### config.mk
export PLATFORM = sky130hd
export DESIGN_NAME = cube_vertex_rotate_project_flat
export DESIGN_NICKNAME = d
export VERILOG_FILES = /design/src/cvrp_pkg.sv /design/src/cvrp_if.sv /design/src/cvrp_div.sv /design/src/cvrp_ctrl.sv /design/src/cvrp_dpath.sv /design/src/cube_vertex_rotate_project.sv /design/src/flat_wrapper.sv
export SDC_FILE = /design/constraint.sdc
export NUM_CORES = 2
export LEC_CHECK = 0
export ABC_AREA = 1
export BUFFER_PORTS_ARGS = -buffer_cell sky130_fd_sc_hd__buf_2
export CAP_MARGIN = 20
export CORE_MARGIN = 3
export CORE_UTILIZATION = 45
export CTS_CLUSTER_DIAMETER = 200
export DETAILED_ROUTE_END_ITERATION = 6
export GPL_ROUTABILITY_DRIVEN = 0
export PLACE_DENSITY = 0.7
export SYNTH_ARGS = -nofsm -noshare
export SYNTH_HDL_FRONTEND = slang
export SYNTH_SLANG_ARGS = --single-unit
### constraint.sdc
create_clock -name clock -period 34.3 [get_ports clock]
set_input_delay 6.86 -clock clock [delete_from_list [all_inputs] [get_ports clock]]
set_output_delay 6.86 -clock clock [all_outputs]
set_load 0.02 [all_outputs]
### src/cvrp_pkg.sv
// Types and constants shared by the cube vertex rotate and project block.
// Depends on nothing; cvrp_ctrl, cvrp_dpath and the top level import it.
`default_nettype none

package cvrp_pkg;

   // Sine polynomial coefficients, Q2.14 arithmetic.
   localparam logic [14:0]        POLY_A  = 15'd25736;
   localparam logic [14:0]        POLY_B  = 15'd10512;
   localparam logic signed [17:0] POLY_C  = 18'sd1160;
   localparam logic [15:0]        QUARTER = 16'h4000;
   localparam logic [14:0]        ONE_Q14 = 15'h4000;

   // Smallest perspective distance that is used.
   localparam logic [15:0] P_MIN = 16'd8192;

   // Register reset values.
   localparam logic [9:0]  CX_RESET = 10'd180;
   localparam logic [9:0]  CY_RESET = 10'd188;
   localparam logic [15:0] PQ_RESET = 16'd15565;

   typedef enum logic [1:0] {
      CSR_CENTER_X    = 2'd0,
      CSR_CENTER_Y    = 2'd1,
      CSR_PERSPECTIVE = 2'd2
   } csr_idx_type;

   // Slots of the sine table.
   localparam logic [1:0] SIN_AX = 2'd0;
   localparam logic [1:0] COS_AX = 2'd1;
   localparam logic [1:0] SIN_AY = 2'd2;
   localparam logic [1:0] COS_AY = 2'd3;

   localparam logic       COORD_X     = 1'b0;
   localparam logic       COORD_Y     = 1'b1;
   localparam logic [2:0] LAST_VERTEX = 3'd7;

   typedef enum logic [3:0] {
      ST_IDLE,
      ST_SIN1,
      ST_SIN2,
      ST_SIN3,
      ST_SIN4,
      ST_ROT,
      ST_XROT,
      ST_ZROT,
      ST_VMUL,
      ST_AMUL,
      ST_DSTART,
      ST_DWAIT,
      ST_FIN,
      ST_EMIT
   } st_type;

   typedef enum logic [3:0] {
      OP_NONE,
      OP_CAPTURE,
      OP_SIN1,
      OP_SIN2,
      OP_SIN3,
      OP_SIN4,
      OP_ROT,
      OP_XROT,
      OP_ZROT,
      OP_VMUL,
      OP_AMUL,
      OP_DSTART,
      OP_FIN,
      OP_EMIT
   } op_type;

   typedef struct packed {
      op_type     op;
      logic [1:0] sel;
      logic [2:0] vidx;
      logic       coord;
   } cmd_type;

   typedef struct packed {
      logic div_done;
      logic out_busy;
   } status_type;

endpackage

`default_nettype wire

### src/cvrp_if.sv
// Handshake interfaces for the request and result channels.
// Stand alone; used by the top level of the block.
`default_nettype none

interface cvrp_req_if;
   logic               valid;
   logic               ready;
   logic signed [15:0] rot_x_angle;
   logic signed [15:0] rot_y_angle;
   logic [15:0]        zoom_scale;

   modport source (output valid, rot_x_angle, rot_y_angle, zoom_scale, input ready);
   modport sink (input valid, rot_x_angle, rot_y_angle, zoom_scale, output ready);
endinterface

interface cvrp_rsp_if;
   logic               valid;
   logic               ready;
   logic [2:0]         vertex_index;
   logic signed [15:0] screen_x;
   logic signed [15:0] screen_y;
   logic signed [15:0] depth;
   logic               last_vertex;

   modport source (output valid, vertex_index, screen_x, screen_y, depth, last_vertex,
                   input ready);
   modport sink (input valid, vertex_index, screen_x, screen_y, depth, last_vertex,
                 output ready);
endinterface

`default_nettype wire

### src/cvrp_div.sv
// Restoring divider, one quotient bit per cycle, for the projection step.
// Depends on nothing but the clock and reset.
`default_nettype none

module cvrp_div (
   input  wire logic        clock,
   input  wire logic        reset,
   input  wire logic        start,
   input  wire logic [31:0] dividend,
   input  wire logic [18:0] divisor,
   output logic             done,
   output logic [31:0]      quot,
   output logic             rem_nz
);

   logic        busy_ff, busy_in;
   logic        done_ff, done_in;
   logic [4:0]  cnt_ff, cnt_in;
   logic [18:0] rem_ff, rem_in;
   logic [31:0] quot_ff, quot_in;
   logic [18:0] dsr_ff, dsr_in;
   logic [19:0] shift;
   logic [20:0] diff;
   logic        ge;

   assign shift = {rem_ff, quot_ff[31]};
   assign diff  = {1'b0, shift} - {2'b00, dsr_ff};
   assign ge    = ~diff[20];

   always_comb begin
      busy_in = busy_ff;
      done_in = 1'b0;
      cnt_in  = cnt_ff;
      rem_in  = rem_ff;
      quot_in = quot_ff;
      dsr_in  = dsr_ff;
      if (start) begin
         busy_in = 1'b1;
         cnt_in  = '0;
         rem_in  = '0;
         quot_in = dividend;
         dsr_in  = divisor;
      end else if (busy_ff) begin
         rem_in  = ge ? diff[18:0] : shift[18:0];
         quot_in = {quot_ff[30:0], ge};
         cnt_in  = cnt_ff + 5'd1;
         if (cnt_ff == 5'd31) begin
            busy_in = 1'b0;
            done_in = 1'b1;
         end
      end
   end

   always_ff @(posedge clock) begin
      if (reset) begin
         busy_ff <= 1'b0;
         done_ff <= 1'b0;
         cnt_ff  <= '0;
      end else begin
         busy_ff <= busy_in;
         done_ff <= done_in;
         cnt_ff  <= cnt_in;
      end
   end

   always_ff @(posedge clock) begin
      rem_ff  <= rem_in;
      quot_ff <= quot_in;
      dsr_ff  <= dsr_in;
   end

   assign done   = done_ff;
   assign quot   = quot_ff;
   assign rem_nz = |rem_ff;

   a_done_idle: assert property (@(posedge clock) disable iff (reset)
      done_ff |-> !busy_ff) else $error("divider done while still busy");
   a_start_busy: assert property (@(posedge clock) disable iff (reset)
      start |=> busy_ff) else $error("divider did not start");
   a_run_on: assert property (@(posedge clock) disable iff (reset)
      (busy_ff && cnt_ff != 5'd31 && !start) |=> busy_ff)
      else $error("divider stopped early");

endmodule

`default_nettype wire

### src/cvrp_ctrl.sv
// Sequencer for the block: steps the datapath through the sines once, then
// rotation, products, division and output for each of eight corners. Uses cvrp_pkg.
`default_nettype none

module cvrp_ctrl import cvrp_pkg::*; (
   input  wire logic       clock,
   input  wire logic       reset,
   input  wire logic       req_valid,
   output logic            req_ready,
   input  wire status_type status,
   output cmd_type         cmd
);

   st_type     state_ff, state_in;
   logic [1:0] sel_ff, sel_in;
   logic [2:0] vidx_ff, vidx_in;
   logic       coord_ff, coord_in;

   always_ff @(posedge clock) begin
      if (reset) begin
         state_ff <= ST_IDLE;
         sel_ff   <= '0;
         vidx_ff  <= '0;
         coord_ff <= COORD_X;
      end else begin
         state_ff <= state_in;
         sel_ff   <= sel_in;
         vidx_ff  <= vidx_in;
         coord_ff <= coord_in;
      end
   end

   always_comb begin
      state_in = state_ff;
      sel_in   = sel_ff;
      vidx_in  = vidx_ff;
      coord_in = coord_ff;
      case (state_ff)
         ST_IDLE:   if (req_valid) state_in = ST_SIN1;
         ST_SIN1:   state_in = ST_SIN2;
         ST_SIN2:   state_in = ST_SIN3;
         ST_SIN3:   state_in = ST_SIN4;
         ST_SIN4: begin
            sel_in   = sel_ff + 2'd1;
            state_in = (sel_ff == COS_AY) ? ST_ROT : ST_SIN1;
         end
         ST_ROT:    state_in = ST_XROT;
         ST_XROT:   state_in = ST_ZROT;
         ST_ZROT:   state_in = ST_VMUL;
         ST_VMUL:   state_in = ST_AMUL;
         ST_AMUL:   state_in = ST_DSTART;
         ST_DSTART: state_in = ST_DWAIT;
         ST_DWAIT:  if (status.div_done) state_in = ST_FIN;
         ST_FIN: begin
            if (coord_ff == COORD_X) begin
               coord_in = COORD_Y;
               state_in = ST_VMUL;
            end else begin
               coord_in = COORD_X;
               state_in = ST_EMIT;
            end
         end
         ST_EMIT: begin
            if (!status.out_busy) begin
               vidx_in  = vidx_ff + 3'd1;
               state_in = (vidx_ff == LAST_VERTEX) ? ST_IDLE : ST_ROT;
            end
         end
         default:   state_in = ST_IDLE;
      endcase
   end

   always_comb begin
      cmd.sel   = sel_ff;
      cmd.vidx  = vidx_ff;
      cmd.coord = coord_ff;
      // No item is taken while reset is held.
      req_ready = (state_ff == ST_IDLE) && !reset;
      case (state_ff)
         ST_IDLE:   cmd.op = req_valid ? OP_CAPTURE : OP_NONE;
         ST_SIN1:   cmd.op = OP_SIN1;
         ST_SIN2:   cmd.op = OP_SIN2;
         ST_SIN3:   cmd.op = OP_SIN3;
         ST_SIN4:   cmd.op = OP_SIN4;
         ST_ROT:    cmd.op = OP_ROT;
         ST_XROT:   cmd.op = OP_XROT;
         ST_ZROT:   cmd.op = OP_ZROT;
         ST_VMUL:   cmd.op = OP_VMUL;
         ST_AMUL:   cmd.op = OP_AMUL;
         ST_DSTART: cmd.op = OP_DSTART;
         ST_FIN:    cmd.op = OP_FIN;
         ST_EMIT:   cmd.op = status.out_busy ? OP_NONE : OP_EMIT;
         default:   cmd.op = OP_NONE;
      endcase
   end

   a_emit_hold: assert property (@(posedge clock) disable iff (reset)
      (state_ff == ST_EMIT && status.out_busy) |=> (state_ff == ST_EMIT))
      else $error("left output state while the output register was full");
   a_vidx_stable: assert property (@(posedge clock) disable iff (reset)
      (state_ff != ST_EMIT) |=> $stable(vidx_ff))
      else $error("corner number moved outside the output state");
   a_idle_clean: assert property (@(posedge clock) disable iff (reset)
      req_ready |-> (vidx_ff == 3'd0 && coord_ff == COORD_X && sel_ff == SIN_AX))
      else $error("counters not rewound when idle");

endmodule

`default_nettype wire

### src/cvrp_dpath.sv
// Datapath: configuration registers, sine evaluation, rotation, one shared
// multiplier, the divider and the output register. Uses cvrp_pkg and cvrp_div.
`default_nettype none

module cvrp_dpath import cvrp_pkg::*; (
   input  wire logic               clock,
   input  wire logic               reset,
   input  wire logic               csr_we,
   input  wire logic [1:0]         csr_index,
   input  wire logic [15:0]        csr_wdata,
   input  wire logic signed [15:0] req_rot_x_angle,
   input  wire logic signed [15:0] req_rot_y_angle,
   input  wire logic [15:0]        req_zoom_scale,
   input  wire cmd_type            cmd,
   output status_type              status,
   input  wire logic               rsp_ready,
   output logic                    rsp_valid,
   output logic [2:0]              rsp_vertex_index,
   output logic signed [15:0]      rsp_screen_x,
   output logic signed [15:0]      rsp_screen_y,
   output logic signed [15:0]      rsp_depth,
   output logic                    rsp_last_vertex
);

   // Configuration registers.
   logic [9:0]  cx_ff, cx_in;
   logic [9:0]  cy_ff, cy_in;
   logic [15:0] pq_ff, pq_in;

   // Working registers.
   logic [15:0]        ax_ff, ax_in, ay_ff, ay_in, zoom_ff, zoom_in;
   logic [14:0]        x2_ff, x2_in, t_ff, t_in;
   logic signed [15:0] sin_ff [4];
   logic signed [15:0] sin_in [4];
   logic signed [16:0] y1_ff, y1_in, z1_ff, z1_in;
   logic signed [17:0] x14_ff, x14_in;
   logic signed [15:0] z14_ff, z14_in;
   logic signed [33:0] vs_ff, vs_in;
   logic [18:0]        den_ff, den_in;
   logic signed [51:0] prod_ff, prod_in;
   logic               neg_ff, neg_in, low_nz_ff, low_nz_in;
   logic signed [15:0] scr_x_ff, scr_x_in, scr_y_ff, scr_y_in;

   // Output register.
   logic               ovalid_ff, ovalid_in;
   logic [2:0]         oidx_ff, oidx_in;
   logic signed [15:0] osx_ff, osx_in, osy_ff, osy_in, odep_ff, odep_in;
   logic               olast_ff, olast_in;

   logic [15:0]        ang;
   logic [1:0]         quad;
   logic [14:0]        sx;
   logic [15:0]        pqe;
   logic               px_pos, py_pos, pz_pos;
   logic signed [16:0] sa17, ca17, y_a, y_b, z_a, z_b;
   logic signed [33:0] mul_a;
   logic signed [17:0] mul_b;
   logic signed [51:0] prod;
   logic signed [15:0] rot_base;
   logic signed [34:0] rot_sum, rot_adj;
   logic signed [20:0] rot_q;
   logic [51:0]        mag;
   logic               div_done, div_rem_nz;
   logic [31:0]        div_quot;
   logic signed [33:0] cen, qext, pos_sum, neg_diff, scr_t;
   logic signed [15:0] scr_sat;
   logic               inexact;

   // Quarter-wave folding of the angle for the sine polynomial.
   always_comb begin
      case (cmd.sel)
         SIN_AX:  ang = ax_ff;
         COS_AX:  ang = ax_ff + QUARTER;
         SIN_AY:  ang = ay_ff;
         default: ang = ay_ff + QUARTER;
      endcase
   end
   assign quad = ang[15:14];
   assign sx   = quad[0] ? (ONE_Q14 - {1'b0, ang[13:0]}) : {1'b0, ang[13:0]};
   assign pqe  = (pq_ff < P_MIN) ? P_MIN : pq_ff;

   // Corner signs follow from the corner number.
   assign px_pos = cmd.vidx[0] ^ cmd.vidx[1];
   assign py_pos = cmd.vidx[1];
   assign pz_pos = cmd.vidx[2];

   assign sa17 = {sin_ff[SIN_AX][15], sin_ff[SIN_AX]};
   assign ca17 = {sin_ff[COS_AX][15], sin_ff[COS_AX]};
   assign y_a  = py_pos ? ca17 : -ca17;
   assign y_b  = pz_pos ? sa17 : -sa17;
   assign z_a  = py_pos ? sa17 : -sa17;
   assign z_b  = pz_pos ? ca17 : -ca17;

   // One shared multiplier; its operands are chosen by the current step.
   always_comb begin
      case (cmd.op)
         OP_SIN1: begin
            mul_a = {19'd0, sx};
            mul_b = {3'd0, sx};
         end
         OP_SIN2: begin
            mul_a = {19'd0, x2_ff};
            mul_b = POLY_C;
         end
         OP_SIN3: begin
            mul_a = {19'd0, x2_ff};
            mul_b = {3'd0, t_ff};
         end
         OP_SIN4: begin
            mul_a = {19'd0, sx};
            mul_b = {3'd0, t_ff};
         end
         OP_XROT: begin
            mul_a = {{17{z1_ff[16]}}, z1_ff};
            mul_b = {{2{sin_ff[SIN_AY][15]}}, sin_ff[SIN_AY]};
         end
         OP_ZROT: begin
            mul_a = {{17{z1_ff[16]}}, z1_ff};
            mul_b = {{2{sin_ff[COS_AY][15]}}, sin_ff[COS_AY]};
         end
         OP_VMUL: begin
            mul_a = (cmd.coord == COORD_Y) ? {{17{y1_ff[16]}}, y1_ff}
                                           : {{16{x14_ff[17]}}, x14_ff};
            mul_b = {2'b00, zoom_ff};
         end
         OP_AMUL: begin
            mul_a = vs_ff;
            mul_b = {2'b00, pqe};
         end
         default: begin
            mul_a = '0;
            mul_b = '0;
         end
      endcase
   end
   assign prod = mul_a * mul_b;

   // Rotation about Y: the corner's own x term enters shifted to Q7.28.
   always_comb begin
      if (cmd.op == OP_ZROT) begin
         rot_base = px_pos ? -sin_ff[SIN_AY] : sin_ff[SIN_AY];
      end else begin
         rot_base = px_pos ? sin_ff[COS_AY] : -sin_ff[COS_AY];
      end
   end
   assign rot_sum = $signed({{5{rot_base[15]}}, rot_base, 14'd0}) + $signed(prod[34:0]);
   assign rot_adj = rot_sum + (rot_sum[34] ? 35'sd16383 : 35'sd0);
   assign rot_q   = rot_adj[34:14];

   assign mag = prod_ff[51] ? 52'(-prod_ff) : 52'(prod_ff);

   cvrp_div u_div (
      .clock    (clock),
      .reset    (reset),
      .start    (cmd.op == OP_DSTART),
      .dividend (mag[51:20]),
      .divisor  (den_ff),
      .done     (div_done),
      .quot     (div_quot),
      .rem_nz   (div_rem_nz)
   );

   // A negative quotient with a remainder rounds towards zero, which moves the
   // result down by one only while the sum stays positive.
   assign cen      = (cmd.coord == COORD_Y) ? {24'd0, cy_ff} : {24'd0, cx_ff};
   assign qext     = {2'b00, div_quot};
   assign pos_sum  = cen + qext;
   assign neg_diff = cen - qext;
   assign inexact  = low_nz_ff | div_rem_nz;
   assign scr_t    = neg_ff ? (neg_diff - ((inexact && neg_diff > 34'sd0) ? 34'sd1 : 34'sd0))
                            : pos_sum;
   assign scr_sat  = (scr_t > 34'sd32767) ? 16'sh7FFF :
                     (scr_t < -34'sd32768) ? 16'sh8000 : scr_t[15:0];

   always_comb begin
      cx_in     = cx_ff;
      cy_in     = cy_ff;
      pq_in     = pq_ff;
      ax_in     = ax_ff;
      ay_in     = ay_ff;
      zoom_in   = zoom_ff;
      x2_in     = x2_ff;
      t_in      = t_ff;
      sin_in    = sin_ff;
      y1_in     = y1_ff;
      z1_in     = z1_ff;
      x14_in    = x14_ff;
      z14_in    = z14_ff;
      vs_in     = vs_ff;
      den_in    = den_ff;
      prod_in   = prod_ff;
      neg_in    = neg_ff;
      low_nz_in = low_nz_ff;
      scr_x_in  = scr_x_ff;
      scr_y_in  = scr_y_ff;
      oidx_in   = oidx_ff;
      osx_in    = osx_ff;
      osy_in    = osy_ff;
      odep_in   = odep_ff;
      olast_in  = olast_ff;
      ovalid_in = rsp_ready ? 1'b0 : ovalid_ff;

      if (csr_we) begin
         case (csr_index)
            CSR_CENTER_X:    cx_in = csr_wdata[9:0];
            CSR_CENTER_Y:    cy_in = csr_wdata[9:0];
            CSR_PERSPECTIVE: pq_in = csr_wdata;
            default:         ;
         endcase
      end

      case (cmd.op)
         OP_CAPTURE: begin
            ax_in   = req_rot_x_angle;
            ay_in   = req_rot_y_angle;
            zoom_in = req_zoom_scale;
         end
         OP_SIN1: x2_in = prod[28:14];
         OP_SIN2: t_in = POLY_B - prod[28:14];
         OP_SIN3: t_in = POLY_A - prod[28:14];
         OP_SIN4: begin
            sin_in[cmd.sel] = quad[1] ? -$signed({1'b0, prod[28:14]})
                                      : $signed({1'b0, prod[28:14]});
         end
         OP_ROT: begin
            y1_in = y_a - y_b;
            z1_in = z_a + z_b;
         end
         OP_XROT: x14_in = rot_q[17:0];
         OP_ZROT: begin
            z14_in = (rot_q > 21'sd32767) ? 16'sh7FFF :
                     (rot_q < -21'sd32768) ? 16'sh8000 : rot_q[15:0];
         end
         OP_VMUL: begin
            vs_in  = prod[33:0];
            den_in = {1'b0, pqe, 2'b00} + {{3{z14_ff[15]}}, z14_ff};
         end
         OP_AMUL: prod_in = prod;
         OP_DSTART: begin
            neg_in    = prod_ff[51];
            low_nz_in = |mag[19:0];
         end
         OP_FIN: begin
            if (cmd.coord == COORD_Y) begin
               scr_y_in = scr_sat;
            end else begin
               scr_x_in = scr_sat;
            end
         end
         OP_EMIT: begin
            ovalid_in = 1'b1;
            oidx_in   = cmd.vidx;
            osx_in    = scr_x_ff;
            osy_in    = scr_y_ff;
            odep_in   = z14_ff;
            olast_in  = (cmd.vidx == LAST_VERTEX);
         end
         default: ;
      endcase
   end

   always_ff @(posedge clock) begin
      if (reset) begin
         cx_ff     <= CX_RESET;
         cy_ff     <= CY_RESET;
         pq_ff     <= PQ_RESET;
         ovalid_ff <= 1'b0;
      end else begin
         cx_ff     <= cx_in;
         cy_ff     <= cy_in;
         pq_ff     <= pq_in;
         ovalid_ff <= ovalid_in;
      end
   end

   always_ff @(posedge clock) begin
      ax_ff     <= ax_in;
      ay_ff     <= ay_in;
      zoom_ff   <= zoom_in;
      x2_ff     <= x2_in;
      t_ff      <= t_in;
      sin_ff    <= sin_in;
      y1_ff     <= y1_in;
      z1_ff     <= z1_in;
      x14_ff    <= x14_in;
      z14_ff    <= z14_in;
      vs_ff     <= vs_in;
      den_ff    <= den_in;
      prod_ff   <= prod_in;
      neg_ff    <= neg_in;
      low_nz_ff <= low_nz_in;
      scr_x_ff  <= scr_x_in;
      scr_y_ff  <= scr_y_in;
      oidx_ff   <= oidx_in;
      osx_ff    <= osx_in;
      osy_ff    <= osy_in;
      odep_ff   <= odep_in;
      olast_ff  <= olast_in;
   end

   assign status.div_done = div_done;
   assign status.out_busy = ovalid_ff & ~rsp_ready;

   assign rsp_valid        = ovalid_ff;
   assign rsp_vertex_index = oidx_ff;
   assign rsp_screen_x     = osx_ff;
   assign rsp_screen_y     = osy_ff;
   assign rsp_depth        = odep_ff;
   assign rsp_last_vertex  = olast_ff;

endmodule

`default_nettype wire

### src/cube_vertex_rotate_project.sv
// Top level of the cube vertex rotate and project block.
// Depends on cvrp_pkg, cvrp_if, cvrp_ctrl, cvrp_dpath and cvrp_div.
//
//   channel   direction  carries
//   req_chan  in         rot_x_angle, rot_y_angle, zoom_scale
//   rsp_chan  out        vertex_index, screen_x, screen_y, depth, last_vertex
//   csr_*     in         center_x_px (0), center_y_px (1), perspective_q (2)
//
// Each request is accepted, the four sines are evaluated, and then each corner
// takes two passes through the radix-2 divider, one per screen coordinate,
// which sets the pace.
// Reset is synchronous and restores the register defaults.
// A full output register stalls the sequencer at the output step only;
// a new request is accepted while the final result still waits to be taken.
`default_nettype none

module cube_vertex_rotate_project import cvrp_pkg::*; (
   input  wire logic        clock,
   input  wire logic        reset,
   cvrp_req_if.sink         req_chan,
   cvrp_rsp_if.source       rsp_chan,
   input  wire logic        csr_we,
   input  wire logic [1:0]  csr_index,
   input  wire logic [15:0] csr_wdata
);

   cmd_type    cmd;
   status_type status;
   logic       req_ready;

   cvrp_ctrl u_ctrl (
      .clock     (clock),
      .reset     (reset),
      .req_valid (req_chan.valid),
      .req_ready (req_ready),
      .status    (status),
      .cmd       (cmd)
   );

   cvrp_dpath u_dpath (
      .clock            (clock),
      .reset            (reset),
      .csr_we           (csr_we),
      .csr_index        (csr_index),
      .csr_wdata        (csr_wdata),
      .req_rot_x_angle  (req_chan.rot_x_angle),
      .req_rot_y_angle  (req_chan.rot_y_angle),
      .req_zoom_scale   (req_chan.zoom_scale),
      .cmd              (cmd),
      .status           (status),
      .rsp_ready        (rsp_chan.ready),
      .rsp_valid        (rsp_chan.valid),
      .rsp_vertex_index (rsp_chan.vertex_index),
      .rsp_screen_x     (rsp_chan.screen_x),
      .rsp_screen_y     (rsp_chan.screen_y),
      .rsp_depth        (rsp_chan.depth),
      .rsp_last_vertex  (rsp_chan.last_vertex)
   );

   assign req_chan.ready = req_ready;

endmodule

`default_nettype wire
### src/flat_wrapper.sv
// flat-port wrapper written by rule: the top's interface ports become plain ports
module cube_vertex_rotate_project_flat import cvrp_pkg::*;
  (clock, reset, csr_we, csr_index, csr_wdata, req_chan_valid, req_chan_rot_x_angle, req_chan_rot_y_angle, req_chan_zoom_scale, req_chan_ready, rsp_chan_valid, rsp_chan_vertex_index, rsp_chan_screen_x, rsp_chan_screen_y, rsp_chan_depth, rsp_chan_last_vertex, rsp_chan_ready);
  cvrp_req_if req_chan_i ();
  cvrp_rsp_if rsp_chan_i ();
  input  wire logic clock;
  input  wire logic reset;
  input  wire logic csr_we;
  input  wire logic [1:0] csr_index;
  input  wire logic [15:0] csr_wdata;
  input wire logic [$bits(req_chan_i.valid)-1:0] req_chan_valid;
  input wire logic [$bits(req_chan_i.rot_x_angle)-1:0] req_chan_rot_x_angle;
  input wire logic [$bits(req_chan_i.rot_y_angle)-1:0] req_chan_rot_y_angle;
  input wire logic [$bits(req_chan_i.zoom_scale)-1:0] req_chan_zoom_scale;
  output wire logic [$bits(req_chan_i.ready)-1:0] req_chan_ready;
  output wire logic [$bits(rsp_chan_i.valid)-1:0] rsp_chan_valid;
  output wire logic [$bits(rsp_chan_i.vertex_index)-1:0] rsp_chan_vertex_index;
  output wire logic [$bits(rsp_chan_i.screen_x)-1:0] rsp_chan_screen_x;
  output wire logic [$bits(rsp_chan_i.screen_y)-1:0] rsp_chan_screen_y;
  output wire logic [$bits(rsp_chan_i.depth)-1:0] rsp_chan_depth;
  output wire logic [$bits(rsp_chan_i.last_vertex)-1:0] rsp_chan_last_vertex;
  input wire logic [$bits(rsp_chan_i.ready)-1:0] rsp_chan_ready;
  assign req_chan_i.valid = req_chan_valid;
  assign req_chan_i.rot_x_angle = req_chan_rot_x_angle;
  assign req_chan_i.rot_y_angle = req_chan_rot_y_angle;
  assign req_chan_i.zoom_scale = req_chan_zoom_scale;
  assign req_chan_ready = req_chan_i.ready;
  assign rsp_chan_valid = rsp_chan_i.valid;
  assign rsp_chan_vertex_index = rsp_chan_i.vertex_index;
  assign rsp_chan_screen_x = rsp_chan_i.screen_x;
  assign rsp_chan_screen_y = rsp_chan_i.screen_y;
  assign rsp_chan_depth = rsp_chan_i.depth;
  assign rsp_chan_last_vertex = rsp_chan_i.last_vertex;
  assign rsp_chan_i.ready = rsp_chan_ready;
  cube_vertex_rotate_project u_core (.clock(clock), .reset(reset), .req_chan(req_chan_i), .rsp_chan(rsp_chan_i), .csr_we(csr_we), .csr_index(csr_index), .csr_wdata(csr_wdata));
endmodule
==> summary.md <==
| Metric | Value |
|---|---|
| Hold Crit Class | `reg2reg` |
| H-Tree Depth | `2` |
| Die area | `120,000 sq um` |
| Flop-to-flop setup slack | `20,230 ps` |
| Starting Density | `0.454` |
| Top FF cell, synth | `edfxtp_1` |
| Antenna violations before repair | `0` |
| Clock Tree Buf Depth | `3` |
| Sum of negative setup slack | `0 ps` |
| DPL Wire Length | `112,000 um` |
| Skew-Pair Late Insertion Delay | `640 ps` |
| Count of yosys warnings during synthesis | `0` |
| Fin nets | `7,122` |
| Post-route minimum period | `14,180 ps` |
| Worst Max-Slew Pin Slew | `1240 ps` |
| Outcome | `complete, no violations` |
| Final period utilization | `0.413` |
| Antenna-violating nets left | `0` |
| Mean post-synth cell area | `8.50 sq um` |
| Crit path capture type | `output port` |
| Setup WS post-layout | `20,120 ps` |
| Largest net degree at the start of global routing | `59` |
| Cell area after layout | `56,200 sq um` |
| CTS tree | `built` |
| Hold endpoint | `u_core.u_dpath.u_div.dsr_ff[16]$_DFFE_PN_` |
| Vias in the first global route | `42,125` |
| CP Class | `in2out` |
| Peak VDD IR | `0.0606 mV` |
| Critical Path AT | `7320 ps` |
| Skew final | `59.3 ps` |
| FF-to-FF End | `u_core.u_dpath.z14_ff[0]$_SDFFCE_PN1P_` |
| Net Count, Synth | `7,043` |
| Hold buffers post-CTS | `0` |
| Synth Cell Area | `52,000 sq um` |
| Cell variety after synth | `72` |
| Num CTS Buffers | `55` |
| Pre-CTS WS | `20,110 ps` |
| CTS Root Cell | `clkbuf_16` |
| Hold Vio Cnt, Final | `0` |
| Vias | `41,262` |
| Post-DR vias/cell | `5.33` |
| Cell Pwr Density | `42.4 nW/um^2` |
| FF+latch count, synth | `524` |
| Post-CTS Setup Bufs | `0` |
| Pre-antenna DRT Iters | `6` |
| Synth area leader | `edfxtp_1` |
| Min Hold Slack | `413 ps` |
| CP required | `27,440 ps` |
| Final max-slew violation count | `0` |
| N_diodes | `0` |
| RR Startpoint | `u_core.u_ctrl.sel_ff[1]$_SDFFE_PP0N_` |
| Iter 0 DRT Violations | `3,630` |
| Total congestion overflow | `0` |
| # IOs | `125` |
| R2R depth | `52` |
| Max transition margin | `0.174` |
| Drt total wl | `142,000 um` |
| Ys async rst share | `0` |
| Pwr Total | `0.00238 W` |
| GRT Overall Usage | `0.235` |
| Cell leakage power | `26.9 nW` |
| Max cap viols | `0` |
| RSZ-0062 raised after global routing | `no` |
| Area grow syn2layout | `8.16%` |
| Drt drc | `0` |
| TritonCTS sink count | `524` |
| Layout cell share with drive strength beyond 1 | `0.0698` |
| Worst-path maximum fanout | `8` |
| Synth top area share | `0.260` |
| Hold wc startpoint | `u_core.u_dpath.den_ff[16]$_DFFE_PN_` |
| Post-synth EDFFs | `451` |
| Global-route wire length before repair | `224,000 um` |
| Quantity of gates resized following cts | `0` |
| Main area contributors after synthesis | `edfxtp_1, fa_1, nand2_1` |
| Syn Inst Count | `6,116` |
| Drt wl/cell | `18.3 um` |
| Area of the core | `115,000 sq um` |
| Hold Path Stages | `0` |
| Die Height | `346 um` |
| Setup-failing EPs final | `0` |
| Port bufs | `124` |
| Post-synthesis sequential area ratio | `0.289` |
| CP Launch Type | `input pin` |
| Std-Cell Rows | `124` |
| Fmax achieved | `0.0705 GHz` |
| Post-DP Area | `54,400 sq um` |
| Filler cells | `10,637` |
| Clock transition at path regs | `60 ps` |
| Die Wd | `346 um` |
[cell type report]
cell class	instances	area [sq um]	share of cell area
Sequential cell	524	15000	0.267
Timing Repair Buffer	206	1260	0.0224
Multi-Input combinational cell	4096	31400	0.558
Tap cell	1512	1890	0.0336
Clock buffer	69	1440	0.0256
Inverter	1312	4930	0.0876
Clock inverter	29	362	0.00643
[flip-flops by register name, indices dropped and copies added, names as in the netlist, 17 cells and up]
register and cells:
u_core.u_dpath.u_div.quot 32, u_core.u_dpath.vs_ff 34, u_core.u_dpath.u_div.dsr_ff 19, u_core.u_dpath.u_div.rem_ff 19, u_core.u_dpath.y1_ff 17, u_core.u_dpath.x14_ff 18, u_core.u_dpath.sin_ff 32, u_core.u_dpath.prod_ff 52
u_core.u_dpath.den_ff 19
[stage by stage]
step / utilization / instances
6_report: 0.491 / 7748
5_1_grt: 0.491 / 7748
4_1_cts: 0.491 / 7746
3_5_place_dp: 0.475 / 7648
3_3_place_gp: 0.475 / 7645
2_1_floorplan: - / 6116
[power by group]
group	leakage, nW	total (W)	switching (W)	internal (W)
Combinational	21.4	0.000982	0.000690	0.000291
Sequential	4.70	0.000800	0.0000120	0.000788
Clock	0.862	0.000601	0.000256	0.000344
Total	26.9	0.00238	0.000958	0.00142
[cell usage in the layout (no fill, tap or decap), drive strengths merged, types with 14 or more instances in the layout]
cell type	n
clkinv	25
xnor2	78
fa	593
inv	1305
nand2	1410
mux2i	16
dfxtp	73
nor2	452
o31ai	14
nand3	155
or2	20
clkbuf	69
edfxtp	451
a221oi	19
nand4	39
a31oi	28
nor4	24
buf	206
xor2	220
o21ai	269
o22ai	25
o211ai	22
a21oi	267
nor3	79
ha	263
o21bai	16
[worst max-delay path, cell delays in order]
cell,delay (ps)
buf_2,160
nor2_1,130
buf_2,170
[layer usage]
metal | part of all wire | track usage | vias to the layer above
met5 | 0 | 0 | -
met4 | 0.047 | 0.0951 | 0
met3 | 0.089 | 0.0412 | 350
met2 | 0.46 | 0.386 | 1816
met1 | 0.40 | 0.308 | 19948
li1 | - | - | 19148
[cell families (layout without fill, tap and decap cells)]
logic type	after synthesis	in the layout	synth area share
adder cells (fa/ha/maj)	856	856	0.292
flip-flops	524	524	0.289
AND/OR/NAND/NOR	2207	2207	0.177
buffers and inverters	1496	1616	0.109
XOR/XNOR	298	298	0.0511
AO/OA/AOI/OAI	719	719	0.0791
multiplexers	16	16	0.00308
[worst max-delay path by stage]
| stage | from | endpoint | slack (ps) | cells after the start |
|---|---|---|---|---|
| after floorplan | reset | req_chan_ready | 20120 | 2 |
| after global placement | reset | req_chan_ready | 20140 | 3 |
| after detailed placement | reset | req_chan_ready | 20110 | 3 |
| after CTS | reset | req_chan_ready | 20110 | 3 |
| after global routing | u_core.u_ctrl.sel_ff[1]$_SDFFE_PP0N_ | u_core.u_dpath.z14_ff[13]$_SDFFCE_PN1P_ | 19170 | 52 |
| final | reset | req_chan_ready | 20120 | 3 |
[Yosys cell counts (all sizes together) (2+ instances only)]
cell type and n:
nand2 1410, inv 1303, fa 593, nor2 452, edfxtp 451, o21ai 269
a21oi 267, ha 263, xor2 220, clkbuf 156, nand3 155, nor3 79
xnor2 78, dfxtp 73, nand4 39, a31oi 28, buf 28, o22ai 25
nor4 24, o211ai 22, or2 20, a221oi 19, mux2i 16, o21bai 16
o31ai 14, nand3b 13, a21boi 11, a21o 11, clkinv 9, a211oi 7
a22o 6, a22oi 6, and2 5, nor3b 5, o21a 4, o2111ai 3
a32o 2, and3 2, o311ai 2, or3 2
Power figures use the tool's default switching activity.
